`config.mk`:
```
export PLATFORM = sky130hd
export DESIGN_NAME = dlps_interp
export DESIGN_NICKNAME = d
export VERILOG_FILES = /design/src/rtl/dlps_pkg.sv /design/src/rtl/dlps_interp.sv
export SDC_FILE = /design/constraint.sdc
export NUM_CORES = 2
export LEC_CHECK = 0
export ABC_AREA = 1
export BUFFER_PORTS_ARGS = -buffer_cell sky130_fd_sc_hd__buf_2
export CAP_MARGIN = 10
export CORE_MARGIN = 2
export CORE_UTILIZATION = 60
export CTS_BUF_LIST = sky130_fd_sc_hd__clkbuf_16
export DETAILED_ROUTE_END_ITERATION = 16
export GPL_ROUTABILITY_DRIVEN = 1
export PLACE_DENSITY_LB_ADDON = 0.2
export SLEW_MARGIN = 40
export SYNTH_ARGS = -nofsm -noshare
export SYNTH_HDL_FRONTEND = slang
export SYNTH_SLANG_ARGS = --single-unit
```
`constraint.sdc`:
```
create_clock -name clk -period 6.15 [get_ports clk]
set_input_delay 0.615 -clock clk [delete_from_list [all_inputs] [get_ports clk]]
set_output_delay 0.615 -clock clk [all_outputs]
set_load 0.02 [all_outputs]
```
`src/rtl/dlps_pkg.sv`:
```
// ----------------------------------------------------------------------------
// dlps_pkg
// Shared constants and types for the delay-line pitch shifter.
// ----------------------------------------------------------------------------
package dlps_pkg;

  localparam int DELAY_DEPTH_DEF   = 2048;
  localparam int FRACTION_BITS_DEF = 16;

  localparam int SAMPLE_W = 32;
  localparam int FRAME_W  = 64;
  localparam int RATIO_W  = 18;

  localparam logic [RATIO_W-1:0] RATIO_RESET = 18'd78643;

  // where each tap of an item comes from
  typedef struct packed {
    logic lo_fwd;  // low tap is the entry written by this item
    logic lo_hit;  // low tap holds a written sample
    logic hi_fwd;
    logic hi_hit;
  } dlps_tag_t;

endpackage

```
`src/rtl/dlps_interp.sv`:
```
// ----------------------------------------------------------------------------
// dlps_interp
// Tap selection, linear interpolation, saturation and output register.
// ----------------------------------------------------------------------------
module dlps_interp #(
  parameter int FRACTION_BITS = 16
) (
  input  logic                     clk,
  input  logic                     rst,
  input  logic                     in_valid,
  output logic                     in_ready,
  input  logic [31:0]              sample,
  input  logic [FRACTION_BITS-1:0] frac,
  input  dlps_pkg::dlps_tag_t      tag,
  input  logic [31:0]              rd_a,
  input  logic [31:0]              rd_b,
  output logic                     out_valid,
  input  logic                     out_ready,
  output logic [63:0]              frame_out
);
  import dlps_pkg::*;

  localparam int PRW = 33 + FRACTION_BITS + 1;

  logic v1, v2, v3;
  logic rdy1, rdy2, rdy3, rdy4;

  logic [31:0]              sample1;
  logic [FRACTION_BITS-1:0] frac1;
  dlps_tag_t                tag1;

  logic signed [31:0]       a2;
  logic signed [32:0]       diff2;
  logic [FRACTION_BITS-1:0] frac2;

  logic signed [31:0]       a3;
  logic signed [PRW-1:0]    prod3;

  logic [31:0]              a_s, b_s;
  logic signed [PRW-1:0]    scaled;
  logic signed [33:0]       sum;
  logic [31:0]              y;

  assign rdy4     = !out_valid || out_ready;
  assign rdy3     = !v3 || rdy4;
  assign rdy2     = !v2 || rdy3;
  assign rdy1     = !v1 || rdy2;
  assign in_ready = rdy1;

  always_ff @(posedge clk) begin
    if (rst) begin
      v1        <= 1'b0;
      v2        <= 1'b0;
      v3        <= 1'b0;
      out_valid <= 1'b0;
    end else begin
      if (rdy1) v1 <= in_valid;
      if (rdy2) v2 <= v1;
      if (rdy3) v3 <= v2;
      if (rdy4) out_valid <= v3;
    end
  end

  always_comb begin
    a_s = tag1.lo_fwd ? sample1 : (tag1.lo_hit ? rd_a : 32'd0);
    b_s = tag1.hi_fwd ? sample1 : (tag1.hi_hit ? rd_b : 32'd0);
  end

  always_comb begin
    scaled = prod3 >>> FRACTION_BITS;
    sum    = 34'(a3) + scaled[33:0];
    if (sum[33:31] == 3'b000 || sum[33:31] == 3'b111) begin
      y = sum[31:0];
    end else if (sum[33]) begin
      y = 32'h8000_0000;
    end else begin
      y = 32'h7FFF_FFFF;
    end
  end

  always_ff @(posedge clk) begin
    if (rdy1 && in_valid) begin
      sample1 <= sample;
      frac1   <= frac;
      tag1    <= tag;
    end
    if (rdy2 && v1) begin
      a2    <= $signed(a_s);
      diff2 <= $signed({b_s[31], b_s}) - $signed({a_s[31], a_s});
      frac2 <= frac1;
    end
    if (rdy3 && v2) begin
      a3    <= a2;
      prod3 <= diff2 * $signed({1'b0, frac2});
    end
    if (rdy4 && v3) begin
      frame_out <= {y, y};
    end
  end

  a_out_halves : assert property (@(posedge clk) disable iff (rst)
    out_valid |-> frame_out[63:32] == frame_out[31:0])
    else $error("output halves differ");

  a_hold_s2 : assert property (@(posedge clk) disable iff (rst)
    (v2 && !rdy3) |=> (v2 && $stable(diff2) && $stable(a2)))
    else $error("stage two lost its item");

  a_ready_full : assert property (@(posedge clk) disable iff (rst)
    !in_ready |-> (v1 && v2 && v3 && out_valid))
    else $error("ready low with a free stage");

endmodule

```
; Word level (Yosys, flattened, before mapping)
; Cells that the tools add are included.
[totals]
register_bits = 283
latchBits = 0
mem_bits_rw = 0
mem_bits_ro = 0
input_bits = 120
out_inout_bits = 66
elab_cells = 40
mem_count = 0
[classes]
n_addsub = 2
n_mul = 1
div_mod_pow = 0
magnitude_cmp = 0
eq_ne = 1
shifts = 0
muxes = 6
bitwise = 0
n_reduce_logical = 14
[ops]
columns = op, n
row1 = $mux 32, 6
row2 = $mul 33x17->50, 1
row3 = $add 34x34->34, 1
row4 = $sub 32x32->33, 1
row5 = $logic_or 1x1->1, 5
row6 = $logic_and 1x1->1, 4
row7 = $logic_not 1->1, 4
row8 = $eq 3x3->1 const B, 1
row9 = $logic_not 3->1, 1

; Longest topological paths before layout
[depth]
word_depth = 6
ltp_mapped = 29
depth_no_buf = 27

; Worst setup path after synthesis
; OpenSTA, ideal clock, no wires.
[synth_timing]
path_kind = flip-flop to flip-flop
start = register diff2[32]
end = register prod3[47] (data pin)
setup_ns = 0.253
t_arrival_ns = 5.414
t_required_ns = 5.897
slack_ns = 0.484
stages_incl_launch_ff = 21
path_buffers = 2
period_less_slack_ns = 5.666
cell_sequence = edfxtp_1 -> clkbuf_1 -> clkbuf_1 -> nand2_1 -> inv_1 -> fa_1 -> fa_1 -> inv_1 -> fa_1 -> fa_1 -> fa_1 -> fa_1 -> inv_1 -> ha_1 -> nand2_1 -> nor2_1 -> nand2_1 -> nor4_1 -> nand2_1 -> nand4_1 -> nand2_1
[synth_between]
elab_chain_len = 1
[synth_lines]
columns = element, line
row1 = "start, declared", dlps_interp.sv:33  ; logic signed [32:0] diff2;
row2 = "start signal, assigned", dlps_interp.sv:89  ; diff2 <= $signed({b_s[31], b_s}) - $signed({a_s[31], a_s});
row3 = $mul 33x17->50, dlps_interp.sv:94  ; prod3 <= diff2 * $signed({1'b0, frac2});
row4 = "end signal, assigned", dlps_interp.sv:94
row5 = "end, declared", dlps_interp.sv:37  ; logic signed [PRW-1:0] prod3;
; No other way between the ends.
; A chain may end at the register's enable or synchronous reset.

; Worst setup path in the final report
[layout_timing]
start = register frac2[5]
end = register prod3[41] (data pin)
[layout_between]
elab_chain_len = 1
[layout_lines]
columns = element, line
row1 = "start, declared", dlps_interp.sv:34  ; logic [FRACTION_BITS-1:0] frac2;
row2 = "start signal, assigned", dlps_interp.sv:90  ; frac2 <= frac1;
row3 = $mul 33x17->50, dlps_interp.sv:94
; No other way between the ends.

==> metrics.md <==
| Metric | Value |
|---|---|
| Status | completed |
| Fraction of layout cells with a size suffix above 1 | a little under an eighth |
| Setup Skew | between 0.02 and 0.025 ns |
| Worst-case clock buffer depth | 3 |
| Post-Syn Area | ~32000 um^2 |
| Hold Crit Class | primary input to flip-flop |
| Sequential-to-total area share from yosys stat | 21.9% |
| Max-slew violations | 0 |
| Global-route wire length before repair | ~140000 um |
| Area after DPL | 34400 um^2 |
| Distinct cells, synth | 41 |
| PortBufs | 185 |
| Clock tree sinks | 235 |
| NumNets Final | around 4900 |
| First DRT Iteration DRCs | 2172 |
| Initial Utilization | around three fifths |
| Yosys reg bits | about 240 |
| Die Ht | 235 um |
| Final Setup Violations | 0 |
| Post-route clock period utilization | a little under 100% |
| Unrepaired setup endpoints after global routing | true |
| Gr ovfl total | 0 |
| TritonCTS clock tree | done |
| CP arrival | 6.47 ns |
| DP HPWL | just over 70000 um |
| Core ar. | 52700 um^2 |
| Largest net degree at the start of global routing | 67 |
| WP data required | 6.57 ns |
| Count leader, synth | inv_1 |
| Fmax | 165 MHz |
| Die W | 235 um |
| FF-to-FF End | prod3[41] |
| Final Hold Fails | 0 |
| Cells after Synth | 3884 |
| Num ports | between 150 and 200 |
| MaxCap Viol Count | 0 |
| Clock transition at path regs | 0.06 ns |
| Vias in the first global route | 26000 |
| Die area | 55300 um^2 |
| Row count | 84 |
| Startpoint types | flip-flop |
| Initial antenna violation count | 3 |
| Worst Tran Pin Value | 0.852 ns |
| Synth top cells by count | inv_1, nand2_1, fa_1 |
| R2r startpoint | frac2[5] |
| Root Buffer | clkbuf_16 |
| Mean Syn Cell Area | 8.26 um^2 |
| Reg2Reg Setup Slack | 0.10 ns |
| Post-CTS Hold Fix Bufs | 0 |
| Avg WL per Cell | 18.4 um |
| Post-DRT Antenna Nets | 0 |
| Hold_ws | roughly 0.19 ns |
| Worst setup path category | flip-flop to flip-flop |
| DRC Markers | 0 |
| Area grow syn2layout | 12.0% |
| CTS Buf Count | 27 |
| CP Max Fanout | 13 |
| H-tree levels | 1 |
| Share of Yosys cell area claimed by the top area cell type | 31.4% |
| Vias | 25577 |
| Final Critical Period | 6.05 ns |
| Final WL | 88300 um |
| Post-synth top flop | edfxtp_1 |
| Critical path capture point type | flip-flop |
| Syn_nets | 4689 |
| FILL cells | 4388 |
| Placed Cells | 4714 |
| Post-synth EDFFs | between 200 and 250 |
| Synth async-reset ratio | 0% |
| Via density | approximately 5.3 |
| GPL Wtd Cong | 0.991 |
| CP endpoint | prod3[41] |
| Cell Count, Final, Fillers Out | between 4000 and 5000 |
| First-pass DRT Iterations | 5 |
| Worst-Skew Late Latency | 0.59 ns |
| Dominant cell type by area after synthesis | fa_1 |
| Post-route cell area | 35900 um^2 |
| Synth warn | 0 |
| Slew margin rel. | 43.2% |
| Gr usage total | 32.4% |
| Synth area leaders | fa_1, edfxtp_1, inv_1 |
| Worst Setup SP | frac2[5] |
| Reg2Reg Depth | 25 |
[metrics by stage]
step / setup WS [ns] / setup TNS, ns / utilization, %
after global routing: -0.0647 / -0.705 / 68.2
after global placement: -0.0475 / -0.0475 / 65.3
final: 0.101 / 0 / 68.2
after floorplan: 0.484 / 0 / -
after detailed placement: -0.0126 / -0.0190 / 65.3
after CTS: 0.0248 / 0 / 67.1
[kinds of logic after synthesis]
family / Yosys count / synth area share [%]
AO/OA/AOI/OAI: 309 / 5.83
XOR/XNOR: 82 / 2.24
adder cells (fa/ha/maj): 685 / 38.5
buffers and inverters: 1213 / 14.7
flip-flops: 235 / 21.9
AND/OR/NAND/NOR: 1360 / 16.8
[flip-flops by register name (all words and copies together) (netlist names)]
register   cells
a2            32
a3            32
diff2         33
frac1         16
frac2         16
frame_out     32
out_valid      1
prod3         34
sample1       32
tag1           4
v1             1
v2             1
v3             1
[cell usage in the layout (no fill, tap or decap), types with 52 or more instances in the layout]
master / synthesis / routed
buf_2: 0 / 185
o21ai_0: 59 / 52
edfxtp_1: 231 / 231
nand2_1: 1024 / 1020
buf_4: 32 / 133
nor2_1: 182 / 165
xor2_1: 60 / 58
a21oi_1: 128 / 124
inv_1: 1034 / 1033
nand3_1: 73 / 71
fa_1: 503 / 501
ha_1: 182 / 170
[per-layer routing]
metal,GRT usage (%),vias up,wire [um]
li1,-,11894,-
met1,44.1,12306,36200
met2,53.6,1152,41900
met3,3.52,225,6460
met4,12.9,0,3730
met5,0,-,0
[worst min-delay path by stage]
stage                       from      end  depth (start not counted)
after floorplan            a2[0]    a3[0]                          0
after global placement    a2[20]   a3[20]                          0
after detailed placement  a2[22]   a3[22]                          0
after CTS                 tag[3]  tag1[3]                          1
after global routing      tag[3]  tag1[3]                          1
final                     tag[3]  tag1[3]                          1
[critical path, cell delays in order, from the launching register on]
cell	delay (ns)
edfxtp_1	0.40
buf_4	0.17
buf_12	0.15
buf_4	0.18
nand2_1	0.07
inv_1	0.05
fa_1	0.54
inv_1	0.06
fa_1	0.48
fa_1	0.53
inv_1	0.06
fa_1	0.50
fa_1	0.50
inv_1	0.05
fa_1	0.47
inv_1	0.06
ha_4	0.29
nand2_1	0.10
nor2_1	0.24
inv_1	0.14
nor2_1	0.13
inv_1	0.10
nor3_2	0.17
nand3_1	0.11
nand3_1	0.13
xor2_1	0.19
[repair_timing]
action	in CTS	in global routing
gates cloned	0	1
hold endpoints to repair	0	0
setup buffers	4	28
endpoints found under the setup margin	9	25
pin swaps	0	6
gates resized for setup	0	62
[final cells by class]
cell class | count | area [um^2] | area share, %
Antenna cell | 2 | 5.00 | 0.0139
Clock buffer | 27 | 676 | 1.88
Clock inverter | 22 | 240 | 0.669
Inverter | 1035 | 3890 | 10.8
Multi-Input combinational cell | 2436 | 20600 | 57.4
Sequential cell | 235 | 7020 | 19.5
Tap cell | 688 | 861 | 2.40
Timing Repair Buffer | 353 | 2610 | 7.28
Power is not shown: default switching activity piles up to over one toggle a cycle in this logic, so the estimate is an artifact.
